File: src/rtl/core/tli_pkg.sv
// Shared types and constants for the trajectory interpolator.
`default_nettype none
package tli_pkg;
  localparam int MAX_POINTS_DEF = 64;
  localparam int JOINTS_DEF = 12;

  localparam logic [1:0] MODE_LOAD = 2'd0;
  localparam logic [1:0] MODE_CLEAR = 2'd1;
  localparam logic [1:0] MODE_SAMPLE = 2'd2;
  localparam logic [1:0] MODE_UNUSED = 2'd3;

  localparam logic [1:0] PH_BEFORE = 2'd0;
  localparam logic [1:0] PH_INTERP = 2'd1;
  localparam logic [1:0] PH_END = 2'd2;

  typedef struct packed {
    logic [1:0]  mode;
    logic [31:0] point_time;
    logic [3:0]  joint_index;
    logic signed [15:0] position;
    logic [31:0] sample_time;
  } in_word_t;

  typedef struct packed {
    logic [3:0]  joint_out;
    logic signed [15:0] desired_position;
    logic        valid_res;
    logic [1:0]  phase;
    logic        last;
  } out_word_t;

  typedef enum logic [3:0] {
    ST_IDLE, ST_WALK_RD, ST_WALK_CHK, ST_TIME_RD, ST_TIME_LAT,
    ST_POS_RD, ST_POS_NXT, ST_POS_LAT, ST_DIV_SET, ST_DIV, ST_OUT, ST_EMPTY
  } state_t;

  // Controller to datapath commands.
  typedef struct packed {
    logic load;
    logic clear;
    logic seg_reset;
    logic seg_inc;
    logic rd_next_time;
    logic rd_seg_times;
    logic lat_t0;
    logic lat_t1;
    logic rd_pos;
    logic lat_pos;
    logic div_start;
    logic div_step;
    logic out_load;
    logic out_empty;
    logic joint_inc;
    logic joint_clr;
  } cmd_t;

  typedef struct packed {
    logic empty;
    logic can_walk;
    logic walk_go;
    logic interp;
    logic div_done;
    logic last_joint;
    logic out_busy;
  } sts_t;
endpackage
`default_nettype wire

File: src/rtl/core/tli_ctrl.sv
// Sequencing state machine for load, clear and sample words.
`default_nettype none
module tli_ctrl (
  input  wire logic clk,
  input  wire logic rst,
  input  wire logic in_valid,
  input  wire logic [1:0] mode,
  output logic      in_stall,
  input  wire tli_pkg::sts_t sts,
  output tli_pkg::cmd_t      cmd
);
  import tli_pkg::*;
  state_t state, state_next;
  wire acc = in_valid && !in_stall;

  always_ff @(posedge clk) begin
    if (rst) state <= ST_IDLE;
    else state <= state_next;
  end

  always_comb begin
    state_next = state;
    unique case (state)
      ST_IDLE:
        if (acc && mode == MODE_SAMPLE) state_next = sts.empty ? ST_EMPTY : ST_WALK_RD;
      ST_WALK_RD: state_next = sts.can_walk ? ST_WALK_CHK : ST_TIME_RD;
      ST_WALK_CHK: state_next = sts.walk_go ? ST_WALK_RD : ST_TIME_RD;
      ST_TIME_RD: state_next = ST_TIME_LAT;
      ST_TIME_LAT: state_next = ST_POS_RD;
      ST_POS_RD: state_next = ST_POS_NXT;
      ST_POS_NXT: state_next = ST_POS_LAT;
      ST_POS_LAT: state_next = ST_DIV_SET;
      ST_DIV_SET: state_next = ST_DIV;
      ST_DIV: if (sts.div_done) state_next = ST_OUT;
      ST_OUT:
        if (!sts.out_busy) state_next = sts.last_joint ? ST_IDLE : ST_POS_RD;
      ST_EMPTY: if (!sts.out_busy) state_next = ST_IDLE;
      default: state_next = ST_IDLE;
    endcase
  end

  always_comb begin
    cmd = '0;
    in_stall = (state != ST_IDLE);
    unique case (state)
      ST_IDLE: begin
        cmd.joint_clr = 1'b1;
        cmd.rd_next_time = acc;
        if (acc) begin
          cmd.load = (mode == MODE_LOAD);
          cmd.clear = (mode == MODE_CLEAR);
          cmd.seg_reset = (mode == MODE_LOAD) || (mode == MODE_CLEAR);
        end
      end
      ST_WALK_RD: ;
      ST_WALK_CHK: cmd.seg_inc = sts.walk_go;
      ST_TIME_RD: cmd.rd_seg_times = 1'b0;
      ST_TIME_LAT: begin
        cmd.lat_t1 = 1'b1;
        cmd.rd_seg_times = 1'b1;
      end
      // address t0 again so it can be taken with p0
      ST_POS_RD: begin
        cmd.rd_pos = 1'b1;
        cmd.rd_seg_times = 1'b1;
      end
      ST_POS_NXT: begin
        cmd.rd_pos = 1'b1;
        cmd.lat_t0 = 1'b1;
      end
      ST_POS_LAT: cmd.lat_pos = 1'b1;
      ST_DIV_SET: cmd.div_start = 1'b1;
      ST_DIV: cmd.div_step = !sts.div_done;
      ST_OUT: begin
        cmd.out_load = !sts.out_busy;
        cmd.joint_inc = !sts.out_busy;
      end
      ST_EMPTY: cmd.out_empty = !sts.out_busy;
      default: ;
    endcase
  end
endmodule
`default_nettype wire
File: config.mk
export PLATFORM = sky130hd
export DESIGN_NAME = tli_ctrl
export DESIGN_NICKNAME = d
export VERILOG_FILES = /design/src/rtl/core/tli_pkg.sv /design/src/rtl/core/tli_ctrl.sv
export SDC_FILE = /design/constraint.sdc
export NUM_CORES = 1
export LEC_CHECK = 0
export BUFFER_PORTS_ARGS = -buffer_cell sky130_fd_sc_hd__clkbuf_2
export CAP_MARGIN = 20
export CORE_AREA = 2 2 39 41
export DETAILED_ROUTE_END_ITERATION = 8
export DIE_AREA = 0 0 41 43
export GPL_ROUTABILITY_DRIVEN = 0
export PLACE_DENSITY = 0.74
export SLEW_MARGIN = 20
export SYNTH_ARGS = -nofsm -noshare
export SYNTH_HDL_FRONTEND = slang
export SYNTH_SLANG_ARGS = --single-unit
File: constraint.sdc
create_clock -name clk -period 1.64 [get_ports clk]
set_input_delay 0.328 -clock clk [delete_from_list [all_inputs] [get_ports clk]]
set_output_delay 0.328 -clock clk [all_outputs]
set_load 0.02 [all_outputs]
# After elaboration in Yosys (flattened, before gate mapping)
# Cells that the tools add are included.
# word_totals
reg_bits	4
input_bits	12
output_inout_bits	17
wordCells	53
# op_classes
n_eq_ne	17
muxes	23
n_reduce_logical	12
# op_table
operator	n
$pmux W4 S12	1
$mux W4	5
$eq A4 B3 Y1 const B	4
$eq A4 B4 Y1 const B	4
$mux W1	13
$mux W3	3
$eq A4 B2 Y1 const B	2
$ne A2 B2 Y1 const B	4
$eq A4 B1 Y1 const B	1
$logic_not A4 Y1	1
$reduce_and A4 Y1	1
$reduce_bool A4 Y1	1
$reduce_or A2 Y1	2
$logic_not A1 Y1	3
$eq A2 B1 Y1 const B	1
$eq A2 B2 Y1 const B	1
$logic_and A1 B1 Y1	2
$logic_not A2 Y1	1
$mux W2	1
$logic_or A1 B1 Y1	1

# Longest topological paths before layout
# depth
ltp_word	6
mapped_depth	5
mapped_depth_nobuf	4

# Least setup slack after synthesis
# No wires, ideal clock.
# synth_path
kind	register -> output
startpoint	register state[1]
endpoint	output port cmd[14] (netlist name)
t_arrival_ps	1976
t_required_ps	1312
path_slack_ps	-664
stages_incl_launch_ff	5
path_buffers	0
path_cell_list	dfxtp_1 > nor4_1 > nand2_2 > nor2_2 > and2_1
# synth_lines
item	line	text
start: declaration	tli_ctrl.sv:13	state_t state, state_next;
start signal: assignment	tli_ctrl.sv:18	else state <= state_next;
end: declaration	tli_ctrl.sv:10	output tli_pkg::cmd_t cmd

==> out/qor.csv <==
stage;metric;value;unit
place;Place WS;0.0953;ns
route;DR WL met2;723;um
layout;Largest regs;state (4);
critical_path;Startpoint Class;register;
route;wire per inst;12.6;um
pwr;VDD IR max;0.000676;V
critical_path;Critical R2R Launch;state[1];
route;final wirelength;1.42;mm
critical_path;data required time of the critical path;1.31;ns
global_routing;first-pass GRT wire length;2.19;mm
logic_synthesis;Mapped Nets;74;
pwr;switching portion of total power;48.1;%
global_routing;grt ovf;0;
critical_path;Worst Path Buf+Inv;1;
route;Top Layer Used;met4;
route;Remaining DRCs;0;
critical_path;critical path capture point type;output pin;
sta;Slew HR;74.7;%
sta;hold violation total from the final report;0;
route;First-pass DRT Iterations;4;
place;input/output buffers;27;
global_routing;initial antenna violation count;0;
die;Die H;43;um
die;die width;41;um
pwr;total power;1.12;mW
worst_hold_path;Min-Delay Path Class;primary input to register;
pwr;Comb power frac;71.9;%
logic_synthesis;Avg Synthesized Cell Area;6.76;sq um
sta;Slew Limit Fails;0;
cts;clock latency on the worst-skew pair;0.24;ns
cts;CTS tree;done;
sta;Final period util;107;%
sta;Fmax;569;MHz
cts;Clk pin slew, worst setup/hold paths;0.04;ns
layout;area delta synth->final;80.0;%
critical_path;critical path depth;5;
cts;H-tree levels;1;
layout;diode count;0;
place;hpwl dp;1.03;mm
route;routed vias;579;
layout;NumNets Final;110;
run_status;failing checks;setup timing;
layout;Biggest register;state;
pwr;Int Power;0.579;mW
logic_synthesis;synthesized cell area;419;sq um
route;via density per instance;5.17;
cts;# hold bufs at CTS;0;
layout;max reg flops;4;
sta;Final Critical Period;1.76;ns
layout;Non-Filler Instances;112;
run_status;outcome;finished with violations;
place;area post-placement;621;sq um
worst_hold_path;min-delay src;rst;
sta;final setup fails;3;
critical_path;Crit Path Class;register to output pin;
pwr;Lkg Pwr;0.365;nW
pwr;pwr/cell area;1480;mW/mm^2
worst_hold_path;hold path depth;2;
critical_path;WP data arrival;1.43;ns
critical_path;Slowest-stage cell, CP;dfxtp_4;
route;1st-iter DRT viols;9;
global_routing;Global Route Usage Sum;18.2;%
layout;share of cells above drive strength 1;60.4;%
critical_path;reg2reg end;state[3];
pwr;power share of the clock group;11.0;%
critical_path;crit-path max FO;4;
logic_synthesis;post-synthesis instance total;62;
die;total die area;0.00176;sq mm
cts;total CTS buffers;3;
cts;Clock Path Buffers;2;
critical_path;family with the most delay on the worst path;simple AND/OR/NAND/NOR gates;
job;Max Cap Viol;0;
logic_synthesis;synth warn;0;
die;row count;14;
route;met3 WL;69;um
sta;clock skew;0.0104;ns
worst_hold_path;Hold Path End;state[1];
layout;number of fill cells;125;
die;core area;0.00138;sq mm
route;antenna-violating nets left;0;
logic_synthesis;synth unique cells;31;
layout;post-route cell area;754;sq um
sta;setup ws final;-0.117;ns
die;io pins;29;
critical_path;FF-to-FF setup slack;0.04;ns
critical_path;worst reg2reg path depth;5;
critical_path;CP peak stage delay;0.35;ns
logic_synthesis;post-synthesis sequential area ratio;19.1;%
sta;RSZ-0062 raised after global routing;yes;
place;placed cells;106;
cts;CTS Sinks;4;
route;wl on met1;606;um
cts;Root Driver;clkbuf_4;
pwr;Sequential Power Share;17.0;%
global_routing;vias in the first global route;520;
logic_synthesis;Yosys reg bits;4;
sta;setup_tns;-0.222;ns
global_routing;pin count of the biggest net entering global routing;11;
critical_path;critical path, cell by cell;nor4_4, nand2_2, nor2_4, and2_4, buf_8;
sta;worst-margin pin slew;0.375;ns
die;initial core utilization;30.3;%
pwr;P_sw;0.536;mW
metal layers:
metal / global-route usage [%] / up-vias
li1: - / 293
met5: 0 / -
met2: 29.7 / 21
met1: 21.1 / 263
met4: 8.00 / 0
met3: 4.71 / 2
cell usage after synthesis:
library cell | count | area [sq um]
o21ai_0 | 3 | 15.0
a21boi_0 | 1 | 7.51
or3b_1 | 1 | 8.76
a21oi_1 | 3 | 15.0
a211oi_2 | 1 | 12.5
buf_2 | 3 | 15.0
nor4_1 | 1 | 6.26
o31ai_1 | 2 | 15.0
nor3_1 | 6 | 30.0
nor2b_1 | 3 | 18.8
a21o_1 | 1 | 7.51
and2_1 | 1 | 6.26
a211o_2 | 1 | 10.0
a221oi_1 | 1 | 8.76
nor2_1 | 6 | 22.5
buf_4 | 1 | 7.51
clkbuf_1 | 1 | 3.75
dfxtp_1 | 4 | 80.1
nand2b_1 | 2 | 12.5
nor4b_1 | 1 | 8.76
and3_1 | 3 | 18.8
nand3b_1 | 2 | 15.0
nor2_2 | 1 | 6.26
inv_1 | 3 | 11.3
nand2_2 | 1 | 6.26
inv_2 | 1 | 3.75
xor2_1 | 1 | 8.76
a211oi_1 | 1 | 7.51
nand3_1 | 2 | 10.0
nand2_1 | 3 | 11.3
o311ai_0 | 1 | 8.76
worst max path at each step:
stage                     startpoint      end
after detailed placement    state[1]   cmd[2]
after CTS                   state[0]  cmd[14]
final                       state[0]  cmd[14]
after global routing        state[0]  cmd[14]
after floorplan             state[2]  cmd[15]
after global placement      state[1]   cmd[2]
cell families after synthesis:
family | Yosys count | share of synthesized area (%)
DFF | 4 | 19.1
and+or+nand+nor | 33 | 43.3
xor gates and xnor gates | 1 | 2.09
AOI/OAI and AO/OA | 15 | 25.7
buffers and inverters | 9 | 9.85
cells in the final DEF (no fill, tap or decap), types with 2 or more instances in the layout:
cell type / count
and3_1: 3
nor2b_1: 2
nor3_2: 2
nand3_1: 2
dfxtp_4: 3
nor3_1: 3
clkbuf_2: 18
a21oi_1: 3
nand2b_1: 2
nor2_4: 2
clkbuf_4: 3
buf_2: 3
nand3b_1: 2
buf_4: 12
inv_1: 3
nor2_1: 4
nand2_1: 3
buf_6: 2
o21ai_0: 3
o31ai_1: 2
power by group through the flow:
stage / Combinational (mW) / Clock (mW) / Sequential, mW
6_report: 0.802 / 0.123 / 0.190
5_1_grt: 0.875 / 0.137 / 0.193
4_1_cts: 0.698 / 0.125 / 0.184
3_5_place_dp: 0.659 / 0 / 0.176
3_3_place_gp: 0.640 / 0 / 0.175
2_1_floorplan: 0.443 / 0 / 0.163
final cells by class:
class	count	area (sq um)	area share [%]
flip-flops and latches	4	92.6	12.3
repair buffers	36	233	30.8
inverters	4	15.0	1.99
clock buffers	3	22.5	2.99
well taps	16	20.0	2.65
multi-input cells	49	372	49.3
stage by stage:
step,hold WS (ns),util [%]
floorplan,0.405,-
global placement,0.577,44.8
detailed placement,0.587,44.8
CTS,0.326,48.6
global route,0.339,54.5
finish,0.328,54.5
timing repair:
item,CTS,global route
buffers inserted,1,4
gates resized for setup,9,27
pin swaps,2,5
setup endpoints to repair,10,11
Note: power is estimated with default switching activity, not from simulation.
